[config.mk]
export PLATFORM = sky130hd
export DESIGN_NAME = tcv_delay
export DESIGN_NICKNAME = d
export VERILOG_FILES = /design/src/hw/rtl/tcv_delay.sv
export SDC_FILE = /design/constraint.sdc
export NUM_CORES = 1
export LEC_CHECK = 0
export ABC_AREA = 1
export BUFFER_PORTS_ARGS = -buffer_cell sky130_fd_sc_hd__buf_2
export CAP_MARGIN = 20
export CORE_MARGIN = 5
export CORE_UTILIZATION = 45
export CTS_BUF_LIST = sky130_fd_sc_hd__clkbuf_8 sky130_fd_sc_hd__clkbuf_16
export CTS_CLUSTER_SIZE = 14
export DETAILED_ROUTE_END_ITERATION = 7
export PLACE_DENSITY = 0.73
export REMOVE_ABC_BUFFERS = 1
export SLEW_MARGIN = 25
export SYNTH_ARGS = -nofsm -noshare
export SYNTH_HDL_FRONTEND = slang
export SYNTH_SLANG_ARGS = --single-unit
export TNS_END_PERCENT = 1
[constraint.sdc]
create_clock -name clk -period 0.8 [get_ports clk]
set_input_delay 0.08 -clock clk [delete_from_list [all_inputs] [get_ports clk]]
set_output_delay 0.08 -clock clk [all_outputs]
set_load 0.02 [all_outputs]
[src/hw/rtl/tcv_delay.sv]
// Enabled shift line that carries a valid bit and a payload word.
module tcv_delay #(
    parameter int WIDTH = 8,
    parameter int DEPTH = 2
) (
    input  logic             clk,
    input  logic             rst_n,
    input  logic             en,
    input  logic             in_vld,
    input  logic [WIDTH-1:0] in_data,
    output logic             out_vld,
    output logic [WIDTH-1:0] out_data
);

    logic [WIDTH-1:0] data_reg [0:DEPTH-1];
    logic [DEPTH-1:0] vld_reg;

    genvar g;
    generate
        for (g = 0; g < DEPTH; g++) begin : g_tap
            if (g == 0) begin : g_first
                // Take the incoming beat
                always_ff @(posedge clk or negedge rst_n)
                begin
                    if (!rst_n)
                    begin
                        vld_reg[g] <= 1'b0;
                    end
                    else if (en)
                    begin
                        vld_reg[g] <= in_vld;
                    end
                end

                always_ff @(posedge clk)
                begin
                    if (en)
                    begin
                        data_reg[g] <= in_data;
                    end
                end
            end
            else begin : g_next
                // Advance one tap
                always_ff @(posedge clk or negedge rst_n)
                begin
                    if (!rst_n)
                    begin
                        vld_reg[g] <= 1'b0;
                    end
                    else if (en)
                    begin
                        vld_reg[g] <= vld_reg[g-1];
                    end
                end

                always_ff @(posedge clk)
                begin
                    if (en)
                    begin
                        data_reg[g] <= data_reg[g-1];
                    end
                end
            end
        end
    endgenerate

    assign out_vld  = vld_reg[DEPTH-1];
    assign out_data = data_reg[DEPTH-1];

endmodule

==> results of run 1 <==
-- stage by stage --
step / utilization [%] / hold slack, ns / area [µm²]
after floorplan: - / -0.216 / 557
after global placement: 51.9 / -0.134 / 676
after detailed placement: 51.9 / -0.132 / 676
after CTS: 57.4 / 0.000974 / 747
after global routing: 59.4 / 0.000455 / 773
final: 59.4 / 0.00647 / 773
-- cells in the final DEF (no fill, tap or decap) --
| cell type | count |
|---|---|
| clkbuf_8 | 4 |
| inv_1 | 1 |
| dfrtp_1 | 2 |
| nand2_1 | 6 |
| dlygate4sd3_1 | 3 |
| edfxtp_1 | 16 |
| buf_2 | 18 |
| buf_6 | 2 |
-- per-layer routing --
layer / vias to the layer above / track usage [%]
met1: 115 / 7.48
met4: 0 / 11.6
met3: 2 / 0
met5: - / 0
li1: 145 / -
met2: 13 / 9.49
-- cells by family (layout without fill, tap and decap cells) --
family / Yosys count / after routing
simple gates: 6 / 6
flops: 18 / 18
buf+inv: 9 / 28
-- power groups by stage --
stage	combinational [mW]	sequential (mW)	clock, mW
after floorplan	0.00994	1.19	0
after global placement	0.126	1.14	0
after detailed placement	0.127	1.14	0
after CTS	0.138	1.12	0.714
after global routing	0.158	1.13	0.753
final	0.146	1.12	0.699
-- layout make-up --
cell class,instances,area [µm²],area share [%]
flip-flops and latches,18,531,68.6
repair buffers,23,143,18.4
clock buffers,4,55.1,7.12
multi-input cells,6,22.5,2.91
well taps,15,18.8,2.43
inverters,1,3.75,0.485
-- path summary, 6_finish.rpt --
check / startpoint / end / slack [ns] / cells past startpoint
setup / recovery: out_vld / out_vld / -0.05 / 1
hold / removal: in_data[1] / data_reg[0][1] / 0.006 / 1
setup reg to reg: data_reg[0][2] / data_reg[0][10] / 0.19 / 0
hold reg to reg: data_reg[0][5] / data_reg[0][13] / 0.42 / 0
max in group asynchronous: rst_n / out_vld / 0.56 / 2
min in group asynchronous: rst_n / vld_reg[0] / 0.15 / 2
-- timing repair --
item                       CTS  global route
hold endpoints to repair     2             2
resized for setup            2             2
setup endpoints to repair    9             9
hold buffers                 1             2
==> flow_metrics.py, run 1 <==
metrics = {
    "run_status": {
        "status": "finished with violations",
        "violations": "negative setup slack",
    },
    "sta": {
        "final-max-slew-violation-count": 0,
        "fin_crit_sh_pct": 106,
        "finalHoldViolCount": 0,
        "max_slew_margin_pct": 75.6,
        "fmax_ghz": 1.18,
        "fin_crit_ns": 0.849,
        "setup_viol": 9,
        "fin_skew_ns": 0.000541,
        "worst_pin_slew_ns": 0.366,
        "rsz0062_at_grt": "yes",
        "fin_ws_ns": -0.0495,
        "tns_ns": -0.340,
    },
    "clocking": {
        "htreeDepth": 1,
        "cts_tree": "done",
        "postCtsSetupRepairBufs": 0,
        "clock-sinks": 18,
        "cts_root_buffer": "clkbuf_8",
        "clk_path_buf_depth": 2,
        "path_clk_slew_ns": 0.06,
        "cts_buffers": 3,
        "clk_latency_ns": 0.24,
    },
    "power": {
        "static-leakage-power_nw": 0.328,
        "p_switching_uw": 363,
        "p_comb_share_pct": 7.4,
        "vdd_drop_max_v": 0.00172,
        "power_density_nw_per_um2": 2550,
        "swShare_pct": 18.4,
        "total_power_mw": 1.97,
        "seqPwrFrac_pct": 57.1,
        "p_int_mw": 1.61,
        "clockPowerShare_pct": 35.5,
    },
    "yosys": {
        "syn_inst": 33,
        "synth_ff_type": "edfxtp_1",
        "synthTopCellsByCount": "edfxtp_1 (16), buf_4 (8), nand2_1 (6)",
        "synth_edf_count": 16,
        "yosysTopAreaCell": "edfxtp_1",
        "yosys-top-cells-area": "edfxtp_1 (78%), buf_4 (9.7%), dfrtp_1 (8.1%), nand2_1 (3.7%), inv_1 (0.61%)",
        "ys_warn_count": 0,
        "seq_area_frac_synth_pct": 86.0,
        "synth_compound_area_share_pct": 0,
        "yosys.area_share.simple_pct": 3.65,
        "synth_top_family_by_area": "buffers and inverters",
        "synthMuxAreaShare_pct": 0,
        "ys_ff_latch": 18,
        "yosysTopAreaCellShare_pct": 77.9,
        "synth_area_um2": 617,
        "async_flop_share_pct": 11.1,
        "synth_adder_area_share_pct": 0,
        "synthXorXnorAreaFrac_pct": 0,
        "syn_area_per_cell_um2": 18.7,
        "synth_cell_types": 5,
        "yosysMostFrequentCell": "edfxtp_1",
    },
    "drt": {
        "drt_drc_violations_left": 0,
        "highest_layer": "met4",
        "wl_met3_um": 62,
        "wl_um": 680,
        "drt_iter0_markers": 4,
        "m1WireLength_um": 284,
        "avgRoutedWirePerCell_um": 10.1,
        "vias_per_cell": 4.10,
        "vias": 275,
        "drt_first_pass_iters": 4,
        "wl_met2_um": 306,
        "final_antenna_net_count": 0,
    },
    "setup_path": {
        "crit_path_end_kind": "output port",
        "worstSetupPathType": "reg -> out",
        "cp.required_ns": 0.72,
        "cp_slowest_cell": "dfrtp_1",
        "worstPathArrival_ns": 0.77,
        "cp_top_family": "flip-flops",
        "cp_num_buf_inv": 1,
        "path_cells": "buf_6",
        "worstPathMaxFanout": 2,
        "crit_path_max_incr_delay_ns": 0.39,
        "start_kind": "flop",
    },
    "placed_design": {
        "pre_cts_ws_ns": 0.0485,
        "port-buffer-count": 20,
        "hpwlAfterDp_um": 474,
        "dp.cells": 60,
        "place_congestion": 0.573,
    },
    "global_routing": {
        "grt_max_degree": 20,
        "grt_pass1_vias": 232,
        "grt_pass1_wl_um": 924,
        "track_usage_pct": 6.87,
        "overflow": 0,
        "antenna_found_initial": 0,
    },
    "layout": {
        "areaGrowthSynthToFinish_pct": 25.4,
        "instances_no_fill": 67,
        "largest_reg_flops": 16,
        "n_fill_cell": 100,
        "nets": 65,
        "diodes": 0,
        "drive_gt1_share_pct": 46.2,
    },
    "hold_path": {
        "hp-class": "in -> reg",
    },
    "floorplan": {
        "die_w_um": 47.0,
        "coreArea_um2": 1300,
        "io_pins": 21,
        "dieHeight_um": 47.0,
        "die_area_um2": 2210,
        "rows": 13,
        "start_util_pct": 47.4,
    },
    "job": {
        "drv_cap": 0,
    },
}
Power figures use the tool's default switching activity.
==> run 2, diff against run 1 <==
--- a/config.mk
+++ b/config.mk
@@ -15,6 +15,7 @@
 export DETAILED_ROUTE_END_ITERATION = 7
 export PLACE_DENSITY = 0.73
 export REMOVE_ABC_BUFFERS = 1
+export SETUP_SLACK_MARGIN = 0.3
 export SLEW_MARGIN = 25
 export SYNTH_ARGS = -nofsm -noshare
 export SYNTH_HDL_FRONTEND = slang
==> run 2 against run 1 <==
The flow still finishes with violations (negative setup slack). Non-clock buffer count fell by 2. Cell area fell by 2.3%. Sequential share of layout area is 1.6 points higher. Flip-flop and latch count unchanged. Power is 0.39% lower. Clock power barely moved. Maximum frequency grew 0.26%. Largest power group unchanged. Count of clock-buffer cells in the layout did not move. Register-to-register slack barely moved. Worst setup slack improved by 0.0022 ns. Critical path depth unchanged. First-iteration DRC count stayed put.
==> flow_metrics.py, run 2 (synthesized netlist as in run 1, its figures left out) <==
metrics = {
    "power": {
        "seqPwrFrac_pct": 57.3,
        "swShare_pct": 18.4,
        "p_int_mw": 1.60,
        "total_power_mw": 1.96,
        "power_density_nw_per_um2": 2590,
        "static-leakage-power_nw": 0.320,
        "p_comb_share_pct": 7.1,
        "vdd_drop_max_v": 0.00171,
        "p_switching_uw": 361,
        "clockPowerShare_pct": 35.6,
    },
    "clocking": {
        "clk_latency_ns": 0.24,
        "cts_root_buffer": "clkbuf_8",
        "clk_path_buf_depth": 2,
        "path_clk_slew_ns": 0.06,
        "cts_buffers": 3,
        "clock-sinks": 18,
        "htreeDepth": 1,
        "cts_tree": "done",
        "cts-hold-fix-buffers": 1,
        "postCtsSetupRepairBufs": 0,
    },
    "setup_path": {
        "r2r-start": "data_reg[0][2]",
        "reg2reg_to": "data_reg[0][10]",
        "worstPathArrival_ns": 0.77,
        "worstSetupPathType": "reg -> out",
        "worstPathMaxFanout": 2,
        "start_kind": "flop",
        "path_cells": "buf_6",
        "reg2reg_slack_ns": 0.19,
        "cp_top_family": "flip-flops",
        "cp_num_buf_inv": 1,
        "worstSetupPathDepth": 1,
        "r2r_cells": 0,
        "cp_slowest_cell": "dfrtp_1",
        "crit_path_end_kind": "output port",
        "crit_path_max_incr_delay_ns": 0.39,
        "cp.required_ns": 0.72,
        "crit_start": "out_vld",
    },
    "hold_path": {
        "hold-path-endpoint": "data_reg[0][6]",
        "hp-start": "in_data[6]",
        "whs_path_depth": 1,
        "hp-class": "in -> reg",
    },
    "global_routing": {
        "overflow": 0,
        "grt_pass1_wl_um": 924,
        "grt_max_degree": 20,
        "grt_use_met2_pct": 9.49,
        "met3_usage_pct": 0,
        "grt_pass1_vias": 232,
        "track_usage_pct": 6.87,
        "busiest_layer": "met4",
        "met1_usage_pct": 7.48,
        "antenna_found_initial": 0,
    },
    "floorplan": {
        "die_area_um2": 2210,
        "die_w_um": 47.0,
        "start_util_pct": 47.4,
        "rows": 13,
        "io_pins": 21,
        "dieHeight_um": 47.0,
        "coreArea_um2": 1300,
    },
    "layout": {
        "drive_gt1_share_pct": 48.0,
        "largest_reg_flops": 16,
        "fin_util_pct": 58.1,
        "mostFrequentLayoutCells": "buf_2 (17), edfxtp_1 (16), nand2_1 (6), clkbuf_8 (4)",
        "diodes": 0,
        "instances_no_fill": 65,
        "nets": 63,
        "final_common_cell": "buf_2",
        "areaGrowthSynthToFinish_pct": 22.5,
    },
    "drt": {
        "drt_drc_violations_left": 0,
        "vias_per_cell": 4.15,
        "drt_first_pass_iters": 4,
        "wl_um": 664,
        "vias": 270,
        "final_antenna_net_count": 0,
        "avgRoutedWirePerCell_um": 10.2,
        "drt_iter0_markers": 4,
    },
    "placed_design": {
        "dp.cells": 60,
        "hpwlAfterDp_um": 474,
        "place_congestion": 0.573,
        "port-buffer-count": 20,
    },
    "job": {
        "drv_cap": 0,
    },
    "sta": {
        "setup_viol": 9,
        "worst_pin_slew_ns": 0.227,
        "fin_ws_ns": -0.0472,
        "max_slew_margin_pct": 84.9,
        "fin_crit_sh_pct": 106,
        "fin_skew_ns": 0.000545,
        "finalHoldViolCount": 0,
        "final-max-slew-violation-count": 0,
        "rsz0062_at_grt": "yes",
        "fin_crit_ns": 0.847,
        "fmax_ghz": 1.18,
    },
    "run_status": {
        "violations": "negative setup slack",
        "status": "finished with violations",
    },
}
## run 2: metrics by stage
stage          cell area (µm²)  worst slack (ns)  hold slack, ns  TNS [ns]
2_1_floorplan              557             0.124          -0.216         0
5_1_grt                    756           -0.0884        -0.00418    -0.632
3_5_place_dp               676            0.0485          -0.132         0
3_3_place_gp               676            0.0633          -0.134         0
6_report                   756           -0.0472         0.00680    -0.335
4_1_cts                    747           -0.0544        0.000974    -0.424
## run 2: final cells by class
cell class                      instances  area [µm²]
Tap cell                               15        18.8
Fill cell                             101         546
Timing Repair Buffer                   21         125
Multi-Input combinational cell          6        22.5
Inverter                                1        3.75
Sequential cell                        18         531
Clock buffer                            4        55.1
## run 2: worst max path at each step
stage	slack (ns)	to
2_1_floorplan	0.12	out_vld
3_3_place_gp	0.06	data_reg[0][15]
3_5_place_dp	0.05	data_reg[0][15]
4_1_cts	-0.05	out_vld
5_1_grt	-0.09	out_data[3]
6_report	-0.05	out_vld
## run 2: what timing repair did
item / 4_1_cts / 5_1_grt
setup endpoints to repair: 19 / 35
pin swaps: 2 / 3
resized for setup: 2 / 3
endpoints found under the hold margin: 2 / 2
## run 2: layer usage
metal  vias to the layer above  share of wire (%)
met3                         2                8.4
met4                         0                4.1
li1                        141                  -
met5                         -                  0
met1                       116                 42
met2                        11                 45
## run 2: power by group through the flow
stage                     Combinational, mW  Sequential (mW)  Clock [mW]
final                                 0.140             1.12       0.698
after floorplan                     0.00994             1.19           0
after detailed placement              0.127             1.14           0
after global routing                  0.151             1.13       0.753
after global placement                0.126             1.14           0
after CTS                             0.138             1.12       0.714
